$ cat src/qeps_pkg.sv
// Shared types, constants and helper functions for the quaternion to Euler
// pose shift pipeline. No dependencies; every module of the block imports it.
package qeps_pkg;

    localparam int CORDIC_STAGES = 16;
    localparam int NSTG          = (CORDIC_STAGES < 24) ? CORDIC_STAGES : 24;
    localparam int SQ_CELLS      = 29;

    // Vectoring lanes: vector and angle widths. Rotation lane: vector and angle widths.
    localparam int VW = 37;
    localparam int ZW = 34;
    localparam int RW = 49;
    localparam int AW = 35;
    localparam int SW = 58;

    localparam logic signed [ZW-1:0] ANG_PI_2 = 34'sd1686629713;
    localparam logic signed [15:0]   Q13_PI   = 16'sd25736;
    localparam logic signed [15:0]   Q13_PI_2 = 16'sd12868;
    localparam logic [29:0]          GAIN_INV = 30'd652032874;
    localparam logic [15:0]          OFFSET_RESET = 16'd384;

    localparam logic [31:0] ATAN_TAB [24] = '{
        32'd843314856, 32'd497837829, 32'd263043836, 32'd133525158,
        32'd67021686,  32'd33543515,  32'd16775850,  32'd8388437,
        32'd4194282,   32'd2097149,   32'd1048575,   32'd524287,
        32'd262143,    32'd131071,    32'd65535,     32'd32767,
        32'd16383,     32'd8191,      32'd4095,      32'd2047,
        32'd1023,      32'd511,       32'd255,       32'd127
    };

    typedef struct packed {
        logic signed [VW-1:0] x;
        logic signed [VW-1:0] y;
        logic signed [ZW-1:0] z;
        logic                 zero;
    } t_vec;

    typedef struct packed {
        logic signed [RW-1:0] x;
        logic signed [RW-1:0] y;
        logic signed [AW-1:0] a;
    } t_rot;

    typedef struct packed {
        logic [SW-1:0] n;
        logic [SW-1:0] r;
    } t_sqrt;

    // Moves a vector in the left half plane into the right half plane.
    function automatic t_vec vec_prerot(input logic signed [33:0] y,
                                        input logic signed [33:0] x);
        t_vec v;
        logic signed [VW-1:0] xe;
        logic signed [VW-1:0] ye;
        xe = VW'(x);
        ye = VW'(y);
        v.zero = (x == 34'sd0) && (y == 34'sd0);
        if (x < 0) begin
            if (y >= 0) begin
                v.x = ye;
                v.y = -xe;
                v.z = ANG_PI_2;
            end else begin
                v.x = -ye;
                v.y = xe;
                v.z = -ANG_PI_2;
            end
        end else begin
            v.x = xe;
            v.y = ye;
            v.z = '0;
        end
        return v;
    endfunction

    // Rounds a 2^-30 rad angle half up to Q3.13 and clamps it to +-lim.
    function automatic logic signed [15:0] to_q13(input logic signed [ZW-1:0] a,
                                                  input logic signed [15:0] lim);
        logic signed [ZW:0] s;
        logic signed [ZW:0] q;
        logic signed [15:0] res;
        s = (ZW+1)'(a) + (ZW+1)'(65536);
        q = s >>> 17;
        if (q > lim) begin
            res = lim;
        end else if (q < -lim) begin
            res = -lim;
        end else begin
            res = 16'(q);
        end
        return res;
    endfunction

endpackage

$ cat src/qeps_sqrt_cell.sv
// One digit cell of the pipelined integer square root: one result bit per cell.
// Depends on qeps_pkg for the t_sqrt record.
module qeps_sqrt_cell import qeps_pkg::*; (
    input  logic          i_clk,
    input  logic          i_en,
    input  logic [SW-1:0] i_bit,
    input  t_sqrt         i_sq,
    output t_sqrt         o_sq
);
    t_sqrt         r_sq;
    t_sqrt         n_sq;
    logic [SW-1:0] trial;

    always_comb begin
        trial = i_sq.r + i_bit;
        if (i_sq.n >= trial) begin
            n_sq.n = i_sq.n - trial;
            n_sq.r = (i_sq.r >> 1) + i_bit;
        end else begin
            n_sq.n = i_sq.n;
            n_sq.r = i_sq.r >> 1;
        end
    end

    always_ff @(posedge i_clk) begin
        if (i_en) begin
            r_sq <= n_sq;
        end
    end

    assign o_sq = r_sq;

endmodule

$ cat config.mk
export PLATFORM = sky130hd
export DESIGN_NAME = qeps_sqrt_cell
export DESIGN_NICKNAME = d
export VERILOG_FILES = /design/src/qeps_pkg.sv /design/src/qeps_sqrt_cell.sv
export SDC_FILE = /design/constraint.sdc
export NUM_CORES = 1
export LEC_CHECK = 0
export BUFFER_PORTS_ARGS = -buffer_cell sky130_fd_sc_hd__buf_4
export CORE_MARGIN = 2
export CORE_UTILIZATION = 48
export DETAILED_ROUTE_END_ITERATION = 10
export PLACE_DENSITY = 0.72
export SYNTH_ARGS = -nofsm -noshare
export SYNTH_HDL_FRONTEND = slang
export SYNTH_SLANG_ARGS = --single-unit
$ cat constraint.sdc
create_clock -name i_clk -period 5.3 [get_ports i_clk]
set_input_delay 0.53 -clock i_clk [delete_from_list [all_inputs] [get_ports i_clk]]
set_output_delay 0.53 -clock i_clk [all_outputs]
set_load 0.05 [all_outputs]
==> results.sh <==
export IMPL_status="finished clean"
export IMPL_crit_slowest_cell="a311o_1"
export IMPL_yosysUniqueCellTypes=69
export IMPL_die_h_um=178.7
export IMPL_setup_viol=0
export IMPL_slew_viol_final=0
export IMPL_crit_family="compound AO/OA/AOI/OAI gates"
export IMPL_grt_usage_pct=32.19
export IMPL_path_class="input port to register"
export IMPL_power_leakage_nw=9.578
export IMPL_die_area_um2=31920
export IMPL_die_w_um=178.7
export IMPL_cp_slowest_stage_delay_ns=0.46
export IMPL_clock_sinks=116
export IMPL_synth_nets=2189
export IMPL_worstSetupStartpoint="i_sq[10]"
export IMPL_core_um2=29870
export IMPL_crit_buf_inv=4
export IMPL_pre_cts_ws_ns=-0.5158
export IMPL_cp_depth=26
export IMPL_drc=0
export IMPL_ir_drop_mv=0.2372
export IMPL_place_inst=2763
export IMPL_tightest_slew_ns=0.8606
export IMPL_clk_root_buffer_cell="clkbuf_16"
export IMPL_grt_first_pass_wirelength_mm=80.36
export IMPL_setup_worst_path_start_class="input port"
export IMPL_finalPower_mw=7.521
export IMPL_htreeDepth=4
export IMPL_via_per_inst=5.929
export IMPL_crit_end="o_sq[90]"
export IMPL_seq_area_frac_synth_pct=23.79
export IMPL_cts_hold_buf=0
export IMPL_grt_pass1_vias=15110
export IMPL_clkTransAtPathRegs_ns=0.07
export IMPL_cp_arrival_ns=5.47
export IMPL_fin_ws_ns=0.05359
export IMPL_yosys_register_bits=116
export IMPL_clockBufferDepth=2
export IMPL_tns_ns=0
export IMPL_period_minus_slack_ns=5.246
export IMPL_synth_area_per_cell_um2=7.966
export IMPL_routed_wl_mm=54.15
export IMPL_nFillCells=2501
export IMPL_dp_hpwl_mm=43.13
export IMPL_rows=63
export IMPL_num_antenna_cells=0
export IMPL_io_buffer_count=291
export IMPL_holdWs_ns=0.3938
export IMPL_largest_reg_flops=116
export IMPL_power_density_nw_per_um2=365.4
export IMPL_synth_async_reset_ratio_pct=0
export IMPL_grt_ovfl_total=0
export IMPL_crit_fanout=7
export IMPL_hold_violations=0
export IMPL_drive_gt1_share_pct=30.06
export IMPL_final_period_utilization_pct=98.99
export IMPL_grt_start_max_net_pins=65
export IMPL_area_delta_synth_final_pct=40.57
export IMPL_synthCells=1838
export IMPL_final_util_pct=68.89
export IMPL_synth_warnings=0
export IMPL_hold_class="input port to register"
export IMPL_slew_limit_headroom_pct=42.62
export IMPL_syn_cell_area_um2=14640
export IMPL_placed_area_um2=19450
export IMPL_ant_nets=0
export IMPL_numCtsBuffers=17
export IMPL_gp_congestion=0.9932
export IMPL_worstSetupEndpointType="register"
export IMPL_drtIter0Drc=1607
export IMPL_first_pass_iters=6
export IMPL_layout_cells_non_filler=2812
export IMPL_synth_main_ff_cell="edfxtp_1"
export IMPL_start_util_pct=49.01
export IMPL_final_nets=2760
export IMPL_crit_required_ns=5.53
export IMPL_clock_fmax_mhz=190.6
export IMPL_post_route_cell_area_um2=20580
export IMPL_avgRoutedWirePerCell_um=19.26
export IMPL_synth_edff_count=116
export IMPL_antenna_found_initial=0
export IMPL_maxCapViolations=0
export IMPL_via_count=16670
export IMPL_cts_tree="done"
export IMPL_io_pins=292
[where the power goes]
part           total (mW)  switching, mW  internal [mW]
clock                1.30          0.511          0.791
sequential           1.41         0.0700           1.34
combinational        4.81           2.84           1.97
total                7.52           3.42           4.10
[worst min-delay path: cells and delay by family]
kind | cells | cell delay, ns
buffers and inverters | 1 | 0.09
AOI/OAI and AO/OA | 1 | 0.06
and+or+nand+nor | 1 | 0.04
[final cells by class]
| cell class | instances | area [um2] | area share, % |
|---|---|---|---|
| multi-input combinational | 1592 | 10850 | 52.72 |
| timing repair buffer | 632 | 4945 | 24.02 |
| sequential | 116 | 3483 | 16.92 |
| tap | 390 | 488.0 | 2.371 |
| clock buffer | 17 | 425.4 | 2.067 |
| clock inverter | 15 | 201.4 | 0.9787 |
| inverter | 50 | 187.7 | 0.9119 |
[cells by family after synthesis]
group	synth area share, %
XOR/XNOR	9.631
flip-flops	23.79
multiplexers	0.7520
AO/OA/AOI/OAI	29.59
buffers and inverters	4.042
adder cells (fa/ha/maj)	15.11
AND/OR/NAND/NOR	17.08
[repair_timing]
action                     in CTS  in global routing
pin swaps                       1                 31
setup buffers                   0                 12
gates resized for setup         3                 57
gates cloned                    0                  5
setup endpoints to repair      35                116
[worst min-delay path by stage]
| stage | from | to | slack, ns | depth (start not counted) |
|---|---|---|---|---|
| after floorplan | i_en | o_sq[0] | 0.64 | 0 |
| after global placement | i_sq[60] | o_sq[60] | 0.83 | 3 |
| after detailed placement | i_sq[101] | o_sq[101] | 0.83 | 3 |
| after CTS | i_sq[60] | o_sq[60] | 0.38 | 3 |
| after global routing | i_sq[112] | o_sq[112] | 0.39 | 3 |
| final | i_sq[61] | o_sq[61] | 0.39 | 3 |
[cell usage after synthesis (22+ instances only)]
| library cell | instances | share of area, % |
|---|---|---|
| xnor2_1 | 84 | 5.0 |
| a21o_1 | 97 | 5.0 |
| nor2_1 | 88 | 2.3 |
| nand3_1 | 31 | 1.1 |
| ha_1 | 172 | 15 |
| o21ai_1 | 86 | 2.9 |
| clkbuf_1 | 54 | 1.4 |
| o21a_1 | 22 | 1.1 |
| edfxtp_1 | 116 | 24 |
| a21oi_1 | 224 | 7.7 |
| o21bai_1 | 33 | 1.7 |
| nor3_1 | 23 | 0.79 |
| o21ai_0 | 125 | 4.3 |
| nand4_1 | 48 | 2.1 |
| xor2_1 | 77 | 4.6 |
| inv_1 | 50 | 1.3 |
| nand2_1 | 247 | 6.3 |
[layer usage]
layer | share of wire (%) | up-vias | GRT usage [%] | wire, um
li1 | - | 7984 | - | -
met1 | 46 | 7730 | 49.24 | 25170
met2 | 42 | 864 | 47.97 | 22800
met3 | 9.3 | 94 | 3.711 | 5031
met4 | 2.1 | 0 | 7.588 | 1148
met5 | 0 | - | 0 | 0
[cell usage in the layout (no fill, tap or decap), drive strengths merged, types with 17 or more instances in the layout]
master / Yosys / layout
o21bai: 33 / 33
buf: 21 / 627
nand3: 31 / 31
a21o: 97 / 97
nand4: 48 / 48
a21oi: 224 / 224
nor2: 88 / 88
nor3: 23 / 23
o21a: 22 / 22
and3: 18 / 18
edfxtp: 116 / 116
nor2b: 21 / 21
xor2: 77 / 77
xnor2: 84 / 84
ha: 172 / 172
o21ai: 214 / 214
clkbuf: 59 / 22
inv: 50 / 54
nand2: 247 / 247
a31oi: 18 / 18
nand2b: 17 / 17
Power figures use the tool's default switching activity.
