`src/qeps_pkg.sv`:
```
// Shared types, constants and helper functions for the quaternion to Euler
// pose shift pipeline. No dependencies; every module of the block imports it.
package qeps_pkg;

    localparam int CORDIC_STAGES = 16;
    localparam int NSTG          = (CORDIC_STAGES < 24) ? CORDIC_STAGES : 24;
    localparam int SQ_CELLS      = 29;

    // Vectoring lanes: vector and angle widths. Rotation lane: vector and angle widths.
    localparam int VW = 37;
    localparam int ZW = 34;
    localparam int RW = 49;
    localparam int AW = 35;
    localparam int SW = 58;

    localparam logic signed [ZW-1:0] ANG_PI_2 = 34'sd1686629713;
    localparam logic signed [15:0]   Q13_PI   = 16'sd25736;
    localparam logic signed [15:0]   Q13_PI_2 = 16'sd12868;
    localparam logic [29:0]          GAIN_INV = 30'd652032874;
    localparam logic [15:0]          OFFSET_RESET = 16'd384;

    localparam logic [31:0] ATAN_TAB [24] = '{
        32'd843314856, 32'd497837829, 32'd263043836, 32'd133525158,
        32'd67021686,  32'd33543515,  32'd16775850,  32'd8388437,
        32'd4194282,   32'd2097149,   32'd1048575,   32'd524287,
        32'd262143,    32'd131071,    32'd65535,     32'd32767,
        32'd16383,     32'd8191,      32'd4095,      32'd2047,
        32'd1023,      32'd511,       32'd255,       32'd127
    };

    typedef struct packed {
        logic signed [VW-1:0] x;
        logic signed [VW-1:0] y;
        logic signed [ZW-1:0] z;
        logic                 zero;
    } t_vec;

    typedef struct packed {
        logic signed [RW-1:0] x;
        logic signed [RW-1:0] y;
        logic signed [AW-1:0] a;
    } t_rot;

    typedef struct packed {
        logic [SW-1:0] n;
        logic [SW-1:0] r;
    } t_sqrt;

    // Moves a vector in the left half plane into the right half plane.
    function automatic t_vec vec_prerot(input logic signed [33:0] y,
                                        input logic signed [33:0] x);
        t_vec v;
        logic signed [VW-1:0] xe;
        logic signed [VW-1:0] ye;
        xe = VW'(x);
        ye = VW'(y);
        v.zero = (x == 34'sd0) && (y == 34'sd0);
        if (x < 0) begin
            if (y >= 0) begin
                v.x = ye;
                v.y = -xe;
                v.z = ANG_PI_2;
            end else begin
                v.x = -ye;
                v.y = xe;
                v.z = -ANG_PI_2;
            end
        end else begin
            v.x = xe;
            v.y = ye;
            v.z = '0;
        end
        return v;
    endfunction

    // Rounds a 2^-30 rad angle half up to Q3.13 and clamps it to +-lim.
    function automatic logic signed [15:0] to_q13(input logic signed [ZW-1:0] a,
                                                  input logic signed [15:0] lim);
        logic signed [ZW:0] s;
        logic signed [ZW:0] q;
        logic signed [15:0] res;
        s = (ZW+1)'(a) + (ZW+1)'(65536);
        q = s >>> 17;
        if (q > lim) begin
            res = lim;
        end else if (q < -lim) begin
            res = -lim;
        end else begin
            res = 16'(q);
        end
        return res;
    endfunction

endpackage

```
`src/qeps_vec_cell.sv`:
```
// One vectoring CORDIC micro-rotation cell; drives y toward zero and sums angle.
// Depends on qeps_pkg for the t_vec record.
module qeps_vec_cell import qeps_pkg::*; (
    input  logic        i_clk,
    input  logic        i_en,
    input  logic [4:0]  i_shift,
    input  logic [31:0] i_atan,
    input  t_vec        i_vec,
    output t_vec        o_vec
);
    t_vec                 r_vec;
    t_vec                 n_vec;
    logic signed [VW-1:0] dx;
    logic signed [VW-1:0] dy;
    logic signed [ZW-1:0] da;

    always_comb begin
        dx    = i_vec.y >>> i_shift;
        dy    = i_vec.x >>> i_shift;
        da    = $signed(ZW'(i_atan));
        n_vec = i_vec;
        if (i_vec.y > 0) begin
            n_vec.x = i_vec.x + dx;
            n_vec.y = i_vec.y - dy;
            n_vec.z = i_vec.z + da;
        end else begin
            n_vec.x = i_vec.x - dx;
            n_vec.y = i_vec.y + dy;
            n_vec.z = i_vec.z - da;
        end
    end

    always_ff @(posedge i_clk) begin
        if (i_en) begin
            r_vec <= n_vec;
        end
    end

    assign o_vec = r_vec;

endmodule

```
`config.mk`:
```
export PLATFORM = sky130hd
export DESIGN_NAME = qeps_vec_cell
export DESIGN_NICKNAME = d
export VERILOG_FILES = /design/src/qeps_pkg.sv /design/src/qeps_vec_cell.sv
export SDC_FILE = /design/constraint.sdc
export NUM_CORES = 1
export LEC_CHECK = 0
export ABC_AREA = 1
export BUFFER_PORTS_ARGS = -buffer_cell sky130_fd_sc_hd__buf_2
export CORE_ASPECT_RATIO = 1.5
export CORE_MARGIN = 3
export CORE_UTILIZATION = 35
export DETAILED_ROUTE_END_ITERATION = 8
export GPL_TIMING_DRIVEN = 1
export PLACE_DENSITY = 0.59
export SLEW_MARGIN = 30
export SYNTH_ARGS = -nofsm -noshare
export SYNTH_HDL_FRONTEND = slang
export SYNTH_SLANG_ARGS = --single-unit
```
`constraint.sdc`:
```
create_clock -name i_clk -period 6.4 [get_ports i_clk]
set_input_delay 0.64 -clock i_clk [delete_from_list [all_inputs] [get_ports i_clk]]
set_output_delay 0.64 -clock i_clk [all_outputs]
set_load 0.02 [all_outputs]
```
==> reports/results.txt, run 1 <==
By startpoint and endpoint, the worst setup path is classified as input pin to flip-flop. Each instance of the synthesized netlist takes up on average 6.29 um^2. Initial cell density of the core: 0.356. Final worst setup slack: 651 ps. The startpoint identified for the worst hold timing path is i_vec[0].

The die covers 49,300 um^2. In this run, the number of DRC markers left after iteration 0 of detailed routing was 1,475. Internal power comes to 2.09 mW.

The run finished with clean final reports. For the post-CTS repair timing setup buffer count, the log shows 0. The routed design has 66,000 um of wire. The nature of the critical path endpoint is a flip-flop. In the final timing run, aggregate negative setup slack is 0 ps.

The first global-routing pass estimated 100,000 um of wire. The number of nets in the finished design is 3,055, and the number of I/O pins is 257. The total power is 4.05 mW.

The worst hold path class was input pin to flip-flop. STA classifies the critical path startpoint as an input pin. The logs give 0.400 for the relative slew slack and 197 ps for the post-placement setup slack.

Number of antenna diodes: 0. The first detailed-routing pass took 8 iterations. The core region is 45,900 um^2.

The power density of the placed cells was 221 nW/um^2; the maximum number of pins on one net before global-route repair was 62. The detail route stage leaves a number of antenna-violating nets equal to 0. Clock-pin slew was measured on the worst setup and hold paths at 90 ps.

Largest area contributor in the synthesized netlist: edfxtp_1. Leaving out fill and tap cells, the most frequent cells in the layout are nand2_1 (750), nand3_1 (445), buf_2 (255), inv_1 (234), nor2_1 (188). The average vias per placed instance is 5.43. The peak supply drop came out at 127 uV.

Based on the critical path, the design can be clocked at up to 174 MHz. In the final routed layout, each cell accounts on average for 19.5 um. For the count of mapped cells out of synthesis, the log shows 2,594. The relative contribution of the clock network to total power is 0.144, and the number of synthesized register bits is 109. The proportion of synthesized area in mux cells was 0. Worst-case hold path end point: o_vec[0]. Setup violations remaining at the end of the flow were counted as 0. The flip-flop count of the largest register after layout was 109; the finished layout cell area was 18,300 um^2. For this run, design rule violations remaining after detail routing come to 0. The routability congestion estimate was 0.957. The tools report the logic gate share of total power as 0.583. The post-synthesis adder-cell area fraction was 0.0881. By area, the combinational part of the netlist is dominated by simple AND/OR/NAND/NOR gates.

The via count of the first global-routing pass was 17,900. By area the synthesized netlist is led by edfxtp_1 (20%), nand2_1 (17%), nand3_1 (14%). The fraction of final layout cells with drive strength greater than 1 was 0.132; the final count of hold timing violations was 0. The logs give 0 for the initial antenna violation count and 2 for the number of buffers between clock root and the deepest sink. The buffer cell driving the clock tree root is clkbuf_16. The tightest hold path in the finished design has a slack of 441 ps. Data arrives at the worst endpoint at 5900 ps.

The clock buffer count from CTS is 9. Fraction of power spent switching nets: 0.483. The count of buffers from port buffering was 256; the post-synthesis share of cell area spent on and, or, nand and nor gates was 0.409. The share of the cycle needed by the critical path after routing is 0.898, and the mapped cell area is 16,300 um^2. The number of nets in the synthesized netlist is 2,855. The relative area change from synthesis to final layout works out to 12.5%. The leakage power figure was 9.11 nW. TritonCTS built the clock tree. The share of the synthesized netlist area taken by xor and xnor gates is 0.0956, and the number of rows in the core area is 96. The total global routing overflow was 0. The multi-input combinational cells in the finished layout cover a total of 11,600 um^2. The via count of the routed design was 18,400; the clock period minus worst slack was 5750 ps. Across the whole layout, storage elements account for 3270 um^2. The sequential area share after synthesis came out at 0.201.

After clock tree synthesis, the repair step resized 0 gates. Detailed placement finished with a half-perimeter wire length of 55,400 um. The net switching power was 1.96 mW.

The H-tree depth reported by CTS came out at 3. Once placement finished, the instance area stood at 18,100 um^2. The global-route usage over all layers was 0.258; the count of clock tree sinks was 109. The tools report the number of different library cells in the post-synthesis netlist as 53.

Setup repair after global routing left no endpoint under its margin. For the worst setup path, the data required time is 6560 ps. The number of cells on the worst hold path is 1, and the final count of pins violating max slew is 0. Compound-gate portion of the synthesized area: 0.121. The largest fanout of any net on the critical path was 41. The height of the die came out at 270 um. Leaving out fill and tap cells, the most frequent cell in the layout is nand2_1. The actual transition at the worst max-transition pin came out at 891 ps. For the number of max-capacitance violations reported, the log shows 0. Yosys printed 0 warnings.

The fraction of power consumed by sequential logic is 0.273. The fraction of synthesized cell area taken by the top area cell type is 0.201, and the hold buffer count at cts is 0. The count of filler cells inserted in the layout is 5,109, and the width of the die is 182 um.
[how the worst max path moves through the flow]
| stage | start | endpoint | cells past startpoint |
|---|---|---|---|
| 2_1_floorplan | i_shift[1] | o_vec[66] | 27 |
| 3_3_place_gp | i_shift[2] | o_vec[108] | 27 |
| 3_5_place_dp | i_shift[2] | o_vec[108] | 27 |
| 4_1_cts | i_shift[2] | o_vec[108] | 27 |
| 5_1_grt | i_shift[2] | o_vec[108] | 27 |
| 6_report | i_shift[2] | o_vec[108] | 27 |
[kinds of logic after synthesis]
family | after synthesis
adders and majority gates | 113
and+or+nand+nor | 1515
xor gates and xnor gates | 178
DFF | 109
buffers and inverters | 337
AOI/OAI and AO/OA | 342
[worst max-delay path, stage by stage]
cell and delay [ps]:
buf_2 340, inv_2 350, buf_12 280, nand3_1 120
nand2_1 60, o21ai_1 220, nand2_1 100, nand2_2 140
ha_1 180, nand3_1 120, nor2_4 170, nand2_4 100
nor2_4 170, nand2_1 100, nand2_1 120, o21ai_1 90
xor2_1 180, ha_1 380, nand2_1 110, nor2_1 110
inv_1 70, nor4_1 760, nand3_1 340, nand3_1 290
a21oi_1 150, nand3_1 110, nand2_1 60
[through the flow]
step                std cells  utilization
floorplan                2594            -
global placement         3371        0.394
detailed placement       3371        0.394
CTS                      3387        0.400
global route             3387        0.400
finish                   3387        0.400
[layer usage]
layer  share of wire  GRT usage  vias up  routed length, um
li1                -          -     9136                  -
met2            0.50      0.463      649              32800
met3           0.049     0.0271      129               3230
met4           0.057      0.127        0               3770
met5               0          0        -                  0
met1            0.40      0.302     8472              26200
[cell usage after synthesis (all sizes together)]
cell     count
ha         110
o211ai       8
nand4       27
a41oi        2
o221ai      11
nand3b       9
nor3        18
inv        246
clkinv       2
o21a         9
nor2       205
a2111oi      2
xor2       122
o31a         1
a21oi      147
o31ai        3
xnor2       56
and2         3
nor3b        1
a211oi       2
nand2      779
a21o        10
and3         2
clkbuf      23
a21boi      12
o2111ai      4
o221a        1
edfxtp     109
a31oi       28
nand3      455
o21ai       99
fa           3
nor4        16
o21bai       3
buf         66
[power groups by stage]
stage | sequential [mW] | combinational (mW) | clock (mW)
6_report | 1.11 | 2.36 | 0.582
5_1_grt | 1.13 | 2.59 | 0.630
4_1_cts | 1.11 | 2.35 | 0.611
3_5_place_dp | 1.12 | 2.34 | 0
3_3_place_gp | 1.12 | 2.34 | 0
2_1_floorplan | 1.37 | 1.36 | 0
[layout make-up]
class | instances | area share
multi-input combinational | 2148 | 0.634
sequential | 109 | 0.178
timing repair buffer | 278 | 0.0810
inverter | 248 | 0.0510
tap | 588 | 0.0401
clock buffer | 9 | 0.0123
clock inverter | 7 | 0.00266
Note: power is estimated with default switching activity, not from simulation.
==> run 2: changes to the inputs <==
- PLACE_DENSITY: 0.59 -> 0.6
==> reports/results.txt, run 2 (synthesis gave the netlist of run 1 again) <==
The run finished with clean final reports. The number of nets in the finished design is 3,057 (was 3,055), and the hold buffer count at cts is 0 (unchanged). The fmax was 190 MHz (was 174 MHz); the via count of the first global-routing pass was 17,800 (was 17,900). The total negative slack was 0 ps (unchanged); the worst stage delay on the critical path was 590 ps (was 760 ps). The final core utilization came out at 0.401 (was 0.400). For the leakage power figure, the log shows 9.13 nW (was 9.11 nW). Worst hold path class: input pin to flip-flop (unchanged).

Wire length after detailed routing: 65,900 um (was 66,000 um). The cell with the largest stage delay on the worst path was buf_4 (was nor4_1). The depth of the critical timing path with buffers and inverters included is 26 (was 27).

The per-cell routed wire length came out at 19.4 um (was 19.5 um). Clock period minus worst slack: 5260 ps (was 5750 ps). The count of buffer and inverter cells on the critical path was 3 (was 4). The relative area change from synthesis to final layout was 12.8% (was 12.5%); the maximum number of pins on one net before global-route repair was 71 (was 62). The buffer cell driving the clock tree root is clkbuf_16 (unchanged). The width of the die is 182 um (unchanged), and the fraction of final layout cells with drive strength greater than 1 is 0.132 (about the same). The total global routing overflow was 0 (unchanged); the finished layout cell area was 18,400 um^2 (was 18,300 um^2). The tools report the total power as 4.10 mW (was 4.05 mW). Top library cells by usage in the layout, fill and taps aside: nand2_1 (750), nand3_1 (445), buf_2 (255), inv_1 (234), nor2_1 (188) (unchanged).

The critical setup path kind was input pin to flip-flop (unchanged). Count of buffers from port buffering: 256 (unchanged). Setup repair after global routing left no endpoint under its margin.

The post-CTS repair timing setup buffer count is 0 (unchanged). The required time reported for the critical path endpoint was 6520 ps (was 6560 ps); the power density of the placed cells was 223 nW/um^2 (was 221 nW/um^2). The first-pass GRT wire length is 100,000 um (about the same), and the H-tree depth reported by CTS is 3 (unchanged). The flip-flop count of the largest register after layout is 109 (unchanged), and the number of standard cells in the layout, taps in and fillers out is 3,389 (was 3,387). The logs give 0 (unchanged) for the number of gates resized after cts and 0 (unchanged) for the post-route antenna net violation count. The run gives 6 (was 8) as the length of the first detailed-routing pass in iterations. The share of the cycle needed by the critical path after routing is 0.821 (was 0.898).

The tools report the final count of pins violating max slew as 0 (unchanged). The run gives 0.256 (was 0.258) as the global-route usage over all layers. For the area enclosed by the die boundary, the log shows 49,300 um^2 (unchanged). The tools report the peak supply drop as 131 uV (was 127 uV). For the post-placement setup slack, the log shows 848 ps (was 197 ps). The sort of element at the start of the critical path was an input pin (unchanged).

The tools report the final worst setup slack as 1140 ps (was 651 ps). The average vias per placed instance is 5.46 (was 5.43), and the number of antenna diodes is 0 (unchanged). The run gives 9 (unchanged) as the clock buffer count from CTS. The run gives 0.459 (was 0.400) as the relative slew slack. For the final count of hold timing violations, the log shows 0 (unchanged).

Post-route worst hold slack: 453 ps (was 441 ps). Family with the most delay on the worst path: simple AND/OR/NAND/NOR gates (unchanged). The count of clock tree sinks is 109 (unchanged), and the DRC violation count after routing is 0 (unchanged). The run gives 1,600 (was 1,475) as the DRC violation total after the first TritonRoute iteration. Initial cell density of the core: 0.356 (unchanged).

TritonCTS built the clock tree. The most common cell after layout, fill and taps aside is nand2_1 (unchanged). The tools report the endpoint of the worst setup timing path as o_vec[66] (was o_vec[108]). The count of endpoints failing setup in the final report was 0 (unchanged); the data arrival time of the critical path was 5380 ps (was 5900 ps). For the number of buffers between clock root and the deepest sink, the log shows 2 (unchanged). The tools report the final HPWL from detailed placement as 55,300 um (was 55,400 um).

The area of the placeable core was 45,900 um^2 (unchanged); the initial antenna violation count was 1 (was 0). The tools report the launch point of the worst path as i_shift[1] (was i_shift[2]). The number of I/O pins was 257 (unchanged); the clock-pin slew reported for the worst setup and hold paths after clock tree synthesis was 70 ps (was 90 ps). The number of rows in the core area is 96 (unchanged). The largest fanout of any net on the critical path is 70 (was 41). The nature of the critical path endpoint was a flip-flop (unchanged). Cell total after placement: 3,373 (was 3,371). Critical path's most frequent cell: nand2_1 (unchanged). The number of max-capacitance violations reported is 0 (unchanged), and the routability congestion estimate is 0.975 (was 0.957). The cell area after placement is 18,100 um^2 (about the same), and the via count of the routed design is 18,500 (was 18,400). The height of the die was 270 um (unchanged).

The actual transition at the worst max-transition pin was 804 ps (was 891 ps).
==> run 2: changes by cell type in the layout (fill, tap and decap cells not counted), sizes merged <==
cell	previous run	this run
clkbuf	9	10
bufinv	0	1
inv	247	248
clkinv	8	5
buf	278	280
==> run 2: report_power, final <==
part           leakage (nW)  total [mW]  internal (mW)  switching, mW
registers              1.07        1.10           1.06         0.0484
logic                  7.92        2.37          0.771           1.60
clock network         0.145       0.623          0.308          0.314
==> run 2: how the worst min path moves through the flow <==
stage / from / end / slack (ps) / cells after the start
finish: i_vec[0] / o_vec[0] / 450 / 1
global route: i_vec[0] / o_vec[0] / 440 / 1
CTS: i_vec[0] / o_vec[0] / 430 / 1
detailed placement: i_vec[0] / o_vec[0] / 830 / 1
global placement: i_vec[0] / o_vec[0] / 820 / 1
floorplan: i_vec[0] / o_vec[0] / 740 / 0
==> run 2: final cells by class <==
class                   instances  area [um^2]
multi-input cells            2148        11600
clock buffers                  10          229
flip-flops and latches        109         3270
clock inverters                 6         68.8
fillers                      5065        27500
well taps                     588          736
inverters                     248          935
repair buffers                280         1530
==> run 2: routing by layer <==
layer | wire length, um | vias to the layer above | track usage
li1 | - | 9148 | -
met1 | 26600 | 8545 | 0.301
met2 | 32800 | 663 | 0.461
met3 | 2860 | 141 | 0.0245
met4 | 3610 | 0 | 0.124
met5 | 0 | - | 0
==> run 3: changes to the inputs <==
- clock period: 6.4 -> 5.2 ns (I/O delays scaled with it)
==> reports/results.txt, run 3 (synthesis gave the netlist of run 1 again) <==
The cell with the largest stage delay on the worst path was o21ai_0 (was buf_4). The clock period minus worst slack is 4810 ps. The final count of hold timing violations is 0 (unchanged). TritonCTS built the clock tree.

Wire length after detailed routing: 67,100 um (was 65,900 um). The relative area change from synthesis to final layout is 14.6% (was 12.8%), and the finished layout cell area is 18,700 um^2 (was 18,400 um^2). The flow ran to the end, and the final reports show no timing, DRC or antenna violations.

The number of nets in the finished design is 3,092 (was 3,057). Final worst setup slack: 393 ps (was 1140 ps). The final count of pins violating max slew is 0 (unchanged). The tools report the DRC violation count after routing as 0 (unchanged). Power density of the placed cells: 270 nW/um^2 (was 223 nW/um^2). The number of buffers between clock root and the deepest sink was 2 (unchanged).

The worst hold path class was input pin to flip-flop (unchanged). The tools report the number of rows in the core area as 96 (unchanged). The cell area after placement is 18,400 um^2 (was 18,100 um^2), and the post-route antenna net violation count is 0 (unchanged). The tools report the count of clock tree sinks as 109 (unchanged). The first-pass GRT wire length is 102,000 um (was 100,000 um).

The initial antenna violation count is 0 (was 1), and the height of the die is 270 um (unchanged). Top library cells by usage in the layout, fill and taps aside: nand2_1 (750), nand3_1 (445), buf_2 (255), inv_1 (234), nor2_1 (188) (unchanged). Setup repair after global routing left no endpoint under its margin. The relative slew slack came out at 0.430 (was 0.459).

The share of the cycle needed by the critical path after routing was 0.924. The per-cell routed wire length is 19.6 um (was 19.4 um). The initial cell density of the core was 0.356 (unchanged); the final HPWL from detailed placement was 55,900 um (was 55,300 um). The DRC violation total after the first TritonRoute iteration came out at 1,507 (was 1,600). The required time reported for the critical path endpoint is 5350 ps (was 6520 ps), and the average vias per placed instance is 5.45 (was 5.46). The run gives 49,300 um^2 (unchanged) as the area enclosed by the die boundary.

The number of max-capacitance violations reported was 0 (unchanged); the worst stage delay on the critical path was 460 ps (was 590 ps). The total power is 5.05 mW (was 4.10 mW), and the fmax is 208 MHz. The H-tree depth reported by CTS came out at 3 (unchanged).

The run gives 323 ps (was 453 ps) as the post-route worst hold slack. The tools report the buffer cell driving the clock tree root as clkbuf_16 (unchanged). The hold buffer count at cts is 0 (unchanged), and the fraction of final layout cells with drive strength greater than 1 is 0.143 (was 0.132).

The total global routing overflow was 0 (unchanged); the largest fanout of any net on the critical path was 39 (was 70). The run gives 0 (unchanged) as the number of antenna diodes. The area of the placeable core is 45,900 um^2 (unchanged), and the actual transition at the worst max-transition pin is 847 ps (was 804 ps). The logs give 5,011 (was 5,065) for the count of filler cells inserted in the layout and 157 uV (was 131 uV) for the peak supply drop.

The number of cells on the worst hold path is 1 (unchanged), and the post-placement setup slack is -49.2 ps (was 848 ps). The leakage power figure is 9.30 nW (was 9.13 nW). The worst-case hold path end point is o_vec[0] (unchanged). Nature of the critical path endpoint: a flip-flop (unchanged). The tools report the data arrival time of the critical path as 4950 ps (was 5380 ps).

The most common cell after layout, fill and taps aside is nand2_1 (unchanged). The run gives 3,423 (was 3,389) as the number of standard cells in the layout, taps in and fillers out. Length of the first detailed-routing pass in iterations: 7 (was 6). The clock buffer count from CTS was 9 (unchanged); the clock-pin slew reported for the worst setup and hold paths after clock tree synthesis was 80 ps (was 70 ps). The run gives 67 (was 71) as the maximum number of pins on one net before global-route repair. The cell total after placement is 3,408 (was 3,373). The tools report the count of endpoints failing setup in the final report as 0 (unchanged). The flip-flop count of the largest register after layout is 109 (unchanged). The total negative slack was 0 ps (unchanged); the number of I/O pins was 257 (unchanged). The count of buffers from port buffering was 256 (unchanged). The routability congestion estimate was 1.07 (was 0.975). The via count of the first global-routing pass is 18,100 (was 17,800). The critical setup path kind is input pin to flip-flop (unchanged).

The run gives 0.407 (was 0.401) as the final core utilization. Sort of element at the start of the critical path: an input pin (unchanged). Critical path's most frequent cell: nand3_1 (was nand2_1).

The global-route usage over all layers came out at 0.263 (was 0.256). The width of the die was 182 um (unchanged). The via count of the routed design came out at 18,700 (was 18,500).

The tools report the start point of the worst min-delay path as i_vec[0] (unchanged).
run 3: what timing repair did:
item / CTS / global route
setup buffers: 0 / 0
endpoints found under the setup margin: 0 / 1
gates resized for setup: 0 / 1
endpoints found under the hold margin: 0 / 0
run 3: worst max-delay path, delay by kind of cell:
kind,cells,cell delay [ps]
compound gates,5,1100
fa+ha+maj,2,490
xor+xnor,2,310
buf+inv,5,760
simple gates,14,1760
run 3: worst max-delay path by stage:
stage | endpoint | slack (ps) | start | cells after the start
2_1_floorplan | o_vec[66] | 1010 | i_shift[1] | 27
3_3_place_gp | o_vec[107] | 10 | i_shift[1] | 30
3_5_place_dp | o_vec[107] | -50 | i_shift[1] | 30
4_1_cts | o_vec[107] | 380 | i_shift[1] | 30
5_1_grt | o_vec[66] | 20 | i_shift[0] | 27
6_report | o_vec[107] | 390 | i_shift[1] | 28
run 3: report_power, final:
group	leakage [nW]	switching (mW)	internal [mW]	total, mW
sequential	1.07	0.0627	1.30	1.36
clock	0.123	0.372	0.323	0.695
combinational	8.11	1.98	1.01	2.99
total	9.30	2.42	2.63	5.05
run 3: cell type report:
type,instances,area [um^2],area share
Clock inverter,6,40.0,0.00214
Inverter,248,935,0.0500
Tap cell,588,736,0.0394
Multi-Input combinational cell,2148,11600,0.623
Clock buffer,9,225,0.0120
Timing Repair Buffer,315,1840,0.0984
Sequential cell,109,3270,0.175
run 3: routing by layer:
metal  part of all wire  up-vias  routed length [um]  track usage
met2               0.50      716               33300        0.465
met5                  0        -                   0            0
met1               0.39     8570               26300        0.307
li1                   -     9215                   -            -
met4              0.060        0                4030        0.143
met3              0.051      170                3450       0.0299
